[config.mk]
export PLATFORM = sky130hd
export DESIGN_NAME = circular_dlist_manager_core
export DESIGN_NICKNAME = d
export VERILOG_FILES = /design/src/sv/cdl_pkg.sv /design/src/sv/cdl_ram.sv /design/src/sv/cdl_seq.sv /design/src/sv/circular_dlist_manager_core.sv
export VERILOG_INCLUDE_DIRS = /design/src /design/src/sv
export SDC_FILE = /design/constraint.sdc
export NUM_CORES = 2
export LEC_CHECK = 0
export BUFFER_PORTS_ARGS = -buffer_cell sky130_fd_sc_hd__buf_2
export CAP_MARGIN = 20
export CORE_MARGIN = 5
export CORE_UTILIZATION = 40
export CTS_BUF_LIST = sky130_fd_sc_hd__clkbuf_4
export DETAILED_ROUTE_END_ITERATION = 16
export GPL_ROUTABILITY_DRIVEN = 0
export GPL_TIMING_DRIVEN = 0
export SKIP_LAST_GASP = 1
export SLEW_MARGIN = 20
export SYNTH_ARGS = -nofsm -noshare
export SYNTH_HDL_FRONTEND = slang
export SYNTH_HIERARCHICAL = 1
export SYNTH_MEMORY_MAX_BITS = 65536
export SYNTH_SLANG_ARGS = --single-unit
[constraint.sdc]
create_clock -name clk -period 16.1 [get_ports clk]
set_input_delay 4.025 -clock clk [delete_from_list [all_inputs] [get_ports clk]]
set_output_delay 4.025 -clock clk [all_outputs]
set_load 0.01 [all_outputs]
[src/sv/circular_dlist_manager_core_defines.svh]
// Assertion macros for the list manager core.
// Used by the top level; expects clk and rst_n in scope where expanded.
`ifndef CIRCULAR_DLIST_MANAGER_CORE_DEFINES_SVH
`define CIRCULAR_DLIST_MANAGER_CORE_DEFINES_SVH

// same-cycle implication
`define CDL_ASSERT_NOW(label, lhs, rhs) \
    label: assert property (@(posedge clk) disable iff (!rst_n) (lhs) |-> (rhs)) \
        else $error("cdl assertion failed");

// next-cycle implication
`define CDL_ASSERT_NEXT(label, lhs, rhs) \
    label: assert property (@(posedge clk) disable iff (!rst_n) (lhs) |=> (rhs)) \
        else $error("cdl assertion failed");

`endif

[src/sv/cdl_pkg.sv]
// Shared types and constants for the list manager core.
// Used by cdl_seq and circular_dlist_manager_core.
package cdl_pkg;

    localparam int NODE_COUNT = 256;
    localparam int LIST_COUNT = 8;
    localparam int NODE_W     = $clog2(NODE_COUNT);
    localparam int LIST_W     = $clog2(LIST_COUNT);
    localparam int PC_W       = 4;

    typedef enum logic [1:0] {
        OP_INS = 2'd0,
        OP_APP = 2'd1,
        OP_REM = 2'd2,
        OP_POP = 2'd3
    } op_t;

    // link memory read
    typedef enum logic [1:0] {
        RD_NONE,
        RD_HEAD,   // prev at current head
        RD_NODE    // next and prev at the node
    } rd_t;

    // link memory write pair
    typedef enum logic [2:0] {
        WR_NONE,
        WR_SELF,   // next[n]=n, prev[n]=n
        WR_NODE,   // next[n]=h, prev[n]=pv
        WR_NBR,    // next[pv]=n, prev[h]=n
        WR_UNLINK  // next[pv]=nx, prev[nx]=pv
    } wr_t;

    // head and occupied flag update
    typedef enum logic [1:0] {
        HD_KEEP,
        HD_SET,
        HD_UNLINK,
        HD_CLEAR
    } hd_t;

    // jump condition
    typedef enum logic [2:0] {
        C_NEXT,
        C_NULL,
        C_EMPTY,
        C_SKIP,
        C_NO_VICTIM,
        C_SELF
    } cnd_t;

    typedef struct packed {
        rd_t             rd;
        wr_t             wr;
        hd_t             hd;
        cnd_t            cnd;
        logic [PC_W-1:0] target;
        logic            done;
        logic            rem;
        logic            ign;
    } ctrl_t;

    typedef struct packed {
        logic is_null;
        logic empty;
        logic self_loop;
        logic no_victim;
    } stat_t;

endpackage

[src/sv/cdl_ram.sv]
// Simple dual-port RAM: one write port, one registered read port.
// No dependencies.
module cdl_ram #(
    parameter int DEPTH  = 256,
    parameter int DATA_W = 8,
    parameter int ADDR_W = $clog2(DEPTH)
) (
    input  logic              clk,
    input  logic              we,
    input  logic [ADDR_W-1:0] waddr,
    input  logic [DATA_W-1:0] wdata,
    input  logic              re,
    input  logic [ADDR_W-1:0] raddr,
    output logic [DATA_W-1:0] rdata
);

    logic [DATA_W-1:0] mem [DEPTH];

    always_ff @(posedge clk)
    begin
        if (we)
        begin
            mem[waddr] <= wdata;
        end
    end

    always_ff @(posedge clk)
    begin
        if (re)
        begin
            rdata <= mem[raddr];
        end
    end

endmodule

[src/sv/cdl_seq.sv]
// Microcode sequencer: step counter, control ROM and conditional jumps.
// Depends on cdl_pkg.
module cdl_seq import cdl_pkg::*; (
    input  logic  clk,
    input  logic  rst_n,
    input  logic  start,
    input  op_t   op,
    input  stat_t stat,
    input  logic  out_free,
    output ctrl_t ctrl,
    output logic  fire,
    output logic  busy
);

    localparam logic [PC_W-1:0] PC_INS   = PC_W'(0);
    localparam logic [PC_W-1:0] PC_INS_E = PC_W'(4);
    localparam logic [PC_W-1:0] PC_APP   = PC_W'(5);
    localparam logic [PC_W-1:0] PC_REM   = PC_W'(8);
    localparam logic [PC_W-1:0] PC_REM_S = PC_W'(11);
    localparam logic [PC_W-1:0] PC_IGN   = PC_W'(12);
    localparam logic [PC_W-1:0] PC_NOPD  = PC_W'(13);

    function automatic ctrl_t cw(rd_t rd, wr_t wr, hd_t hd, cnd_t cnd,
                                 logic [PC_W-1:0] tgt, logic dn, logic rm, logic ig);
        ctrl_t w;
        w.rd     = rd;
        w.wr     = wr;
        w.hd     = hd;
        w.cnd    = cnd;
        w.target = tgt;
        w.done   = dn;
        w.rem    = rm;
        w.ign    = ig;
        return w;
    endfunction

    function automatic ctrl_t rom(logic [PC_W-1:0] a);
        ctrl_t w;
        unique case (a)
            // insert front
            4'd0:    w = cw(RD_NONE, WR_NONE,   HD_KEEP,   C_NULL,      PC_IGN,   1'b0, 1'b0, 1'b0);
            4'd1:    w = cw(RD_HEAD, WR_NONE,   HD_KEEP,   C_EMPTY,     PC_INS_E, 1'b0, 1'b0, 1'b0);
            4'd2:    w = cw(RD_NONE, WR_NODE,   HD_KEEP,   C_NEXT,      PC_INS,   1'b0, 1'b0, 1'b0);
            4'd3:    w = cw(RD_NONE, WR_NBR,    HD_SET,    C_NEXT,      PC_INS,   1'b1, 1'b0, 1'b0);
            4'd4:    w = cw(RD_NONE, WR_SELF,   HD_SET,    C_NEXT,      PC_INS,   1'b1, 1'b0, 1'b0);
            // append tail
            4'd5:    w = cw(RD_HEAD, WR_NONE,   HD_KEEP,   C_SKIP,      PC_IGN,   1'b0, 1'b0, 1'b0);
            4'd6:    w = cw(RD_NONE, WR_NODE,   HD_KEEP,   C_NEXT,      PC_INS,   1'b0, 1'b0, 1'b0);
            4'd7:    w = cw(RD_NONE, WR_NBR,    HD_KEEP,   C_NEXT,      PC_INS,   1'b1, 1'b0, 1'b0);
            // remove given node and pop front
            4'd8:    w = cw(RD_NODE, WR_NONE,   HD_KEEP,   C_NO_VICTIM, PC_NOPD,  1'b0, 1'b0, 1'b0);
            4'd9:    w = cw(RD_NONE, WR_NONE,   HD_KEEP,   C_SELF,      PC_REM_S, 1'b0, 1'b0, 1'b0);
            4'd10:   w = cw(RD_NONE, WR_UNLINK, HD_UNLINK, C_NEXT,      PC_INS,   1'b1, 1'b1, 1'b0);
            4'd11:   w = cw(RD_NONE, WR_NONE,   HD_CLEAR,  C_NEXT,      PC_INS,   1'b1, 1'b1, 1'b0);
            4'd12:   w = cw(RD_NONE, WR_NONE,   HD_KEEP,   C_NEXT,      PC_INS,   1'b1, 1'b0, 1'b1);
            default: w = cw(RD_NONE, WR_NONE,   HD_KEEP,   C_NEXT,      PC_INS,   1'b1, 1'b0, 1'b0);
        endcase
        return w;
    endfunction

    logic [PC_W-1:0] pc_reg;
    logic            busy_reg;
    logic            take;
    logic [PC_W-1:0] entry;

    assign ctrl = rom(pc_reg);
    assign busy = busy_reg;
    // hold the finishing step while the result slot is still full and stalled
    assign fire = busy_reg && (!ctrl.done || out_free);

    always_comb
    begin
        unique case (ctrl.cnd)
            C_NULL:      take = stat.is_null;
            C_EMPTY:     take = stat.empty;
            C_SKIP:      take = stat.is_null || stat.empty;
            C_NO_VICTIM: take = stat.no_victim;
            C_SELF:      take = stat.self_loop;
            default:     take = 1'b0;
        endcase
    end

    always_comb
    begin
        unique case (op)
            OP_INS:  entry = PC_INS;
            OP_APP:  entry = PC_APP;
            default: entry = PC_REM;
        endcase
    end

    always_ff @(posedge clk or negedge rst_n)
    begin
        if (!rst_n)
        begin
            pc_reg   <= PC_INS;
            busy_reg <= 1'b0;
        end
        else if (start)
        begin
            pc_reg   <= entry;
            busy_reg <= 1'b1;
        end
        else if (fire)
        begin
            if (ctrl.done)
            begin
                busy_reg <= 1'b0;
            end
            else
            begin
                pc_reg <= take ? ctrl.target : pc_reg + PC_W'(1);
            end
        end
    end

endmodule

[src/sv/circular_dlist_manager_core.sv]
// Top level of the circular doubly linked list manager: datapath, head table, output register.
// Depends on cdl_pkg, cdl_seq, cdl_ram and circular_dlist_manager_core_defines.svh.
//
//   channel  direction  handshake            payload
//   in       sink       in_valid / in_stall  operation, list_id, node, node_is_null
//   out      source     out_valid/out_stall  removed_node, removed_valid, head_node,
//                                            list_empty, ignored
//
// An item runs as a sequence of microcode steps after the accept cycle; insert on a
// non-empty list is longest (read prev at head, then two writes to each link RAM).
// The single write port of each link RAM sets the step count.
// Reset clears the head table and occupied flags; link RAMs are not cleared.
// A finished result waits in the output register; the next item is accepted meanwhile,
// and its final step holds only while that register is still full and stalled.
`include "circular_dlist_manager_core_defines.svh"

module circular_dlist_manager_core import cdl_pkg::*; (
    input  logic              clk,
    input  logic              rst_n,
    input  logic              in_valid,
    output logic              in_stall,
    input  logic [1:0]        operation,
    input  logic [LIST_W-1:0] list_id,
    input  logic [NODE_W-1:0] node,
    input  logic              node_is_null,
    output logic              out_valid,
    input  logic              out_stall,
    output logic [NODE_W-1:0] removed_node,
    output logic              removed_valid,
    output logic [NODE_W-1:0] head_node,
    output logic              list_empty,
    output logic              ignored
);

    logic              accept;
    op_t               op_reg;
    logic [LIST_W-1:0] lst_reg;
    logic [NODE_W-1:0] node_reg;
    logic              null_reg;

    logic [NODE_W-1:0]     head_reg [LIST_COUNT];
    logic [LIST_COUNT-1:0] occ_reg;

    ctrl_t ctrl;
    stat_t stat;
    logic  fire;
    logic  busy;
    logic  out_free;
    logic  out_valid_reg;

    logic [NODE_W-1:0] cur_head;
    logic              cur_occ;
    logic [NODE_W-1:0] next_rd;
    logic [NODE_W-1:0] prev_rd;

    logic              nx_we;
    logic [NODE_W-1:0] nx_waddr;
    logic [NODE_W-1:0] nx_wdata;
    logic              pv_we;
    logic [NODE_W-1:0] pv_waddr;
    logic [NODE_W-1:0] pv_wdata;
    logic              nx_re;
    logic              pv_re;
    logic [NODE_W-1:0] pv_raddr;

    logic              hd_we;
    logic [NODE_W-1:0] head_next;
    logic              occ_next;

    assign accept   = in_valid && !busy;
    assign in_stall = busy;
    assign out_free = !out_valid_reg || !out_stall;
    assign out_valid = out_valid_reg;

    assign cur_head = head_reg[lst_reg];
    assign cur_occ  = occ_reg[lst_reg];

    assign stat.is_null   = null_reg;
    assign stat.empty     = !cur_occ;
    assign stat.self_loop = (next_rd == node_reg);
    assign stat.no_victim = (op_reg == OP_REM) ? null_reg : !cur_occ;

    cdl_seq u_seq (
        .clk      (clk),
        .rst_n    (rst_n),
        .start    (accept),
        .op       (op_t'(operation)),
        .stat     (stat),
        .out_free (out_free),
        .ctrl     (ctrl),
        .fire     (fire),
        .busy     (busy)
    );

    // capture the item; pop works on the current head
    always_ff @(posedge clk)
    begin
        if (accept)
        begin
            op_reg   <= op_t'(operation);
            lst_reg  <= list_id;
            node_reg <= (op_t'(operation) == OP_POP) ? head_reg[list_id] : node;
            null_reg <= node_is_null;
        end
    end

    // link RAM ports
    assign nx_re    = fire && (ctrl.rd == RD_NODE);
    assign pv_re    = fire && (ctrl.rd != RD_NONE);
    assign pv_raddr = (ctrl.rd == RD_HEAD) ? cur_head : node_reg;

    always_comb
    begin
        nx_we    = 1'b0;
        pv_we    = 1'b0;
        nx_waddr = node_reg;
        nx_wdata = node_reg;
        pv_waddr = node_reg;
        pv_wdata = node_reg;
        unique case (ctrl.wr)
            WR_SELF:
            begin
                nx_we = fire;
                pv_we = fire;
            end
            WR_NODE:
            begin
                nx_we    = fire;
                pv_we    = fire;
                nx_wdata = cur_head;
                pv_wdata = prev_rd;
            end
            WR_NBR:
            begin
                nx_we    = fire;
                pv_we    = fire;
                nx_waddr = prev_rd;
                pv_waddr = cur_head;
            end
            WR_UNLINK:
            begin
                nx_we    = fire;
                pv_we    = fire;
                nx_waddr = prev_rd;
                nx_wdata = next_rd;
                pv_waddr = next_rd;
                pv_wdata = prev_rd;
            end
            default:
            begin
                nx_we = 1'b0;
            end
        endcase
    end

    cdl_ram #(.DEPTH(NODE_COUNT), .DATA_W(NODE_W)) u_next_ram (
        .clk   (clk),
        .we    (nx_we),
        .waddr (nx_waddr),
        .wdata (nx_wdata),
        .re    (nx_re),
        .raddr (node_reg),
        .rdata (next_rd)
    );

    cdl_ram #(.DEPTH(NODE_COUNT), .DATA_W(NODE_W)) u_prev_ram (
        .clk   (clk),
        .we    (pv_we),
        .waddr (pv_waddr),
        .wdata (pv_wdata),
        .re    (pv_re),
        .raddr (pv_raddr),
        .rdata (prev_rd)
    );

    // head and occupied flag of the selected list after this step
    always_comb
    begin
        head_next = cur_head;
        occ_next  = cur_occ;
        unique case (ctrl.hd)
            HD_SET:
            begin
                head_next = node_reg;
                occ_next  = 1'b1;
            end
            HD_UNLINK:
            begin
                if (cur_occ && (cur_head == node_reg))
                begin
                    head_next = next_rd;
                end
            end
            HD_CLEAR:
            begin
                head_next = '0;
                occ_next  = 1'b0;
            end
            default:
            begin
                head_next = cur_head;
            end
        endcase
    end

    assign hd_we = fire && (ctrl.hd != HD_KEEP);

    always_ff @(posedge clk or negedge rst_n)
    begin
        if (!rst_n)
        begin
            for (int i = 0; i < LIST_COUNT; i++)
            begin
                head_reg[i] <= '0;
            end
            occ_reg <= '0;
        end
        else if (hd_we)
        begin
            head_reg[lst_reg] <= head_next;
            occ_reg[lst_reg]  <= occ_next;
        end
    end

    // output register
    always_ff @(posedge clk or negedge rst_n)
    begin
        if (!rst_n)
        begin
            out_valid_reg <= 1'b0;
        end
        else if (fire && ctrl.done)
        begin
            out_valid_reg <= 1'b1;
        end
        else if (!out_stall)
        begin
            out_valid_reg <= 1'b0;
        end
    end

    always_ff @(posedge clk)
    begin
        if (fire && ctrl.done)
        begin
            removed_node  <= ctrl.rem ? node_reg : '0;
            removed_valid <= ctrl.rem;
            head_node     <= occ_next ? head_next : '0;
            list_empty    <= !occ_next;
            ignored       <= ctrl.ign;
        end
    end

    `CDL_ASSERT_NEXT(a_accept_busy, in_valid && !in_stall, in_stall)
    `CDL_ASSERT_NOW(a_write_busy, nx_we || pv_we || hd_we, busy)
    `CDL_ASSERT_NOW(a_empty_head, out_valid && list_empty, head_node == '0)
    `CDL_ASSERT_NOW(a_rem_not_ign, out_valid && removed_valid, !ignored)

endmodule
==> impl_metrics.csv <==
group,metric,value,unit
power_and_ir_drop,irDropWorstVdd,0.158,mV
route,num_vias,95100,
yosys,syn_avg_cell_area,20.2,sq um
global_route,grt_pass1_wl,729,mm
route,drcViolationCount,0,
die,die_h,656,um
critical_path,cpPeakStageDelay,1.06,ns
yosys,synthesis.area,0.167,sq mm
critical_path,cp-end-kind,"flip-flop",
global_route,track_usage,24.2,%
run_status,status,"completed",
die,die_area,0.430,sq mm
global_route,antenna_found_initial,32,
timing,hold_viol,0,
clock_network,cts_buffer_depth,5,
final_layout,layout.nets,9606,
clock_network,cts_tree,"yes",
critical_path,worstSetupEndpoint,"u_prev_ram/rdata[5]",
clock_network,htree_num_levels,7,
power_and_ir_drop,power_density,178,mW/mm^2
route,wl,530,mm
final_layout,fin_util,46.0,%
critical_path,reg2reg_depth,14,
worst_hold_path,hold_path_class,"flip-flop to flip-flop",
clock_network,numCtsBuffers,1116,
final_layout,area_delta_synth_final,14.7,%
timing,slew_headroom,13.5,%
job,max_cap_violations,0,
global_route,grt_overflow,0,
yosys,syn_nets,8277,
timing,finClkSkew,0.165,ns
placement,hpwlAfterDp,370,mm
timing,worst_slew_pin_slew,1.30,ns
route,drt_first_pass_iters,6,
timing,rsz0062_at_grt,"false",
yosys,synth_warnings,6,
critical_path,regToRegSetupSlack,8.35,ns
clock_network,clk_latency,1.70,ns
route,avgViaCountPerCell,6.04,
critical_path,critPathKind,"flip-flop to flip-flop",
clock_network,cts_root_buf,"clkbuf_4",
yosys,synthCells,8254,
final_layout,final_layout_size_suffix_gt1_share,30.7,%
clock_network,clkTransAtPathRegs,0.07,ns
route,wl_per_cell,33.7,um
critical_path,r2r-start,"node_reg[2]",
critical_path,rr_endpoint,"u_prev_ram/rdata[5]",
die,core,0.416,sq mm
route,ant_nets,0,
critical_path,critPathLaunch,"node_reg[2]",
critical_path,crit_fanout,10,
power_and_ir_drop,p_leak,60.8,nW
critical_path,cp_num_buf_inv,7,
timing,tns,0,ns
die,fp.dieW,656,um
critical_path,crit_path_top_delay_cell,"edfxtp_1",
global_route,grt_pass1_vias,94800,
clock_network,postCtsSetupRepairBufs,0,
timing,fin_ws,8.35,ns
clock_network,cts_resized,0,
route,drt_iter0_markers,14400,
clock_network,cts_sinks,4223,
power_and_ir_drop,power,34.0,mW
critical_path,cp_cell_sequence,"clkbuf_1 > clkbuf_1 > nand2_1 > o21ai_1 > buf_4 > clkinv_1 > buf_4 > nor2_1 > clkbuf_1 > a221oi_1 > buf_4 > o32ai_1 > nor3_1 > nor4_1",
timing,holdWs,0.498,ns
clock_network,ctsHoldBuffers,0,
die,initial_core_util,40.1,%
timing,drv_slew,0,
critical_path,worstPathRequired,17.42,ns
die,rows,237,
critical_path,cp.arrival,9.07,ns
critical_path,critPathLaunchType,"flip-flop",
critical_path,cp_top_family,"buffers and inverters",
critical_path,cp.depth,14,
timing,setup_viol,0,
placement,pre_cts_slack,7.79,ns
timing,max_freq,129,MHz
placement,numPortBuffers,38,
timing,fin_crit_sh,48.2,%
global_route,grt_max_degree,123,
die,ios,39,
timing,final.min_clock_period,7.75,ns
-- how the worst min path moves through the flow --
stage	slack, ns	end	cells after the start	start
final	0.50	occ_reg[2]	2	occ_reg[2]
after global routing	0.51	occ_reg[2]	2	occ_reg[2]
after CTS	0.50	occ_reg[2]	2	occ_reg[2]
after detailed placement	0.49	occ_reg[2]	2	occ_reg[2]
after global placement	0.48	occ_reg[6]	2	occ_reg[6]
after floorplan	0.44	occ_reg[2]	2	occ_reg[2]
-- stage by stage --
step                instances  area [sq um]
finish                  15700        191000
global route            15700        191000
CTS                     15700        191000
detailed placement      14000        178000
global placement        13800        174000
floorplan                8254        167000
-- worst min-delay path, stage by stage, from the launching register on --
cell and delay [ns]:
dfrtp_1 0.35, nand2_1 0.05, o21ai_0 0.06
-- placed cells by master, fill, tap and decap left out, types with 36 or more instances in the layout --
master,count
a21oi_1,222
o21ai_0,61
clkbuf_4,1517
buf_4,75
clkbuf_2,59
dfrtp_1,78
clkbuf_1,201
nor3_1,47
o22ai_1,62
edfxtp_1,4145
o221ai_1,92
mux4_2,936
a22oi_1,281
clkinv_1,153
nor2b_1,67
mux2i_1,287
buf_16,125
buf_2,125
buf_12,36
buf_6,51
nor2_1,607
o31ai_1,41
nand2_1,222
buf_1,39
nand3_1,73
-- power by group --
group | total, mW | switching [mW] | internal, mW | leakage [nW]
Sequential | 14.3 | 0.104 | 14.1 | 38.3
Combinational | 11.0 | 7.37 | 3.61 | 14.8
Clock | 8.81 | 4.18 | 4.63 | 7.68
-- cell type report --
class	instances	area (sq um)
antenna	33	82.6
buffer	532	3300
clock buffer	1517	11400
clock inverter	215	1370
fill	35200	225000
inverter	19	71.3
multi-input combinational	3480	37400
sequential	4223	126000
tap	5497	6880
timing repair buffer	211	4300
-- metal layers --
layer / track usage, % / vias up / share of wire, %
met4: 12.8 / 6 / 5.4
met1: 30.5 / 49600 / 36
li1: - / 37700 / -
met2: 38.3 / 6502 / 47
met5: 0 / - / 0.0062
met3: 6.91 / 1277 / 11
Power figures use the tool's default switching activity.
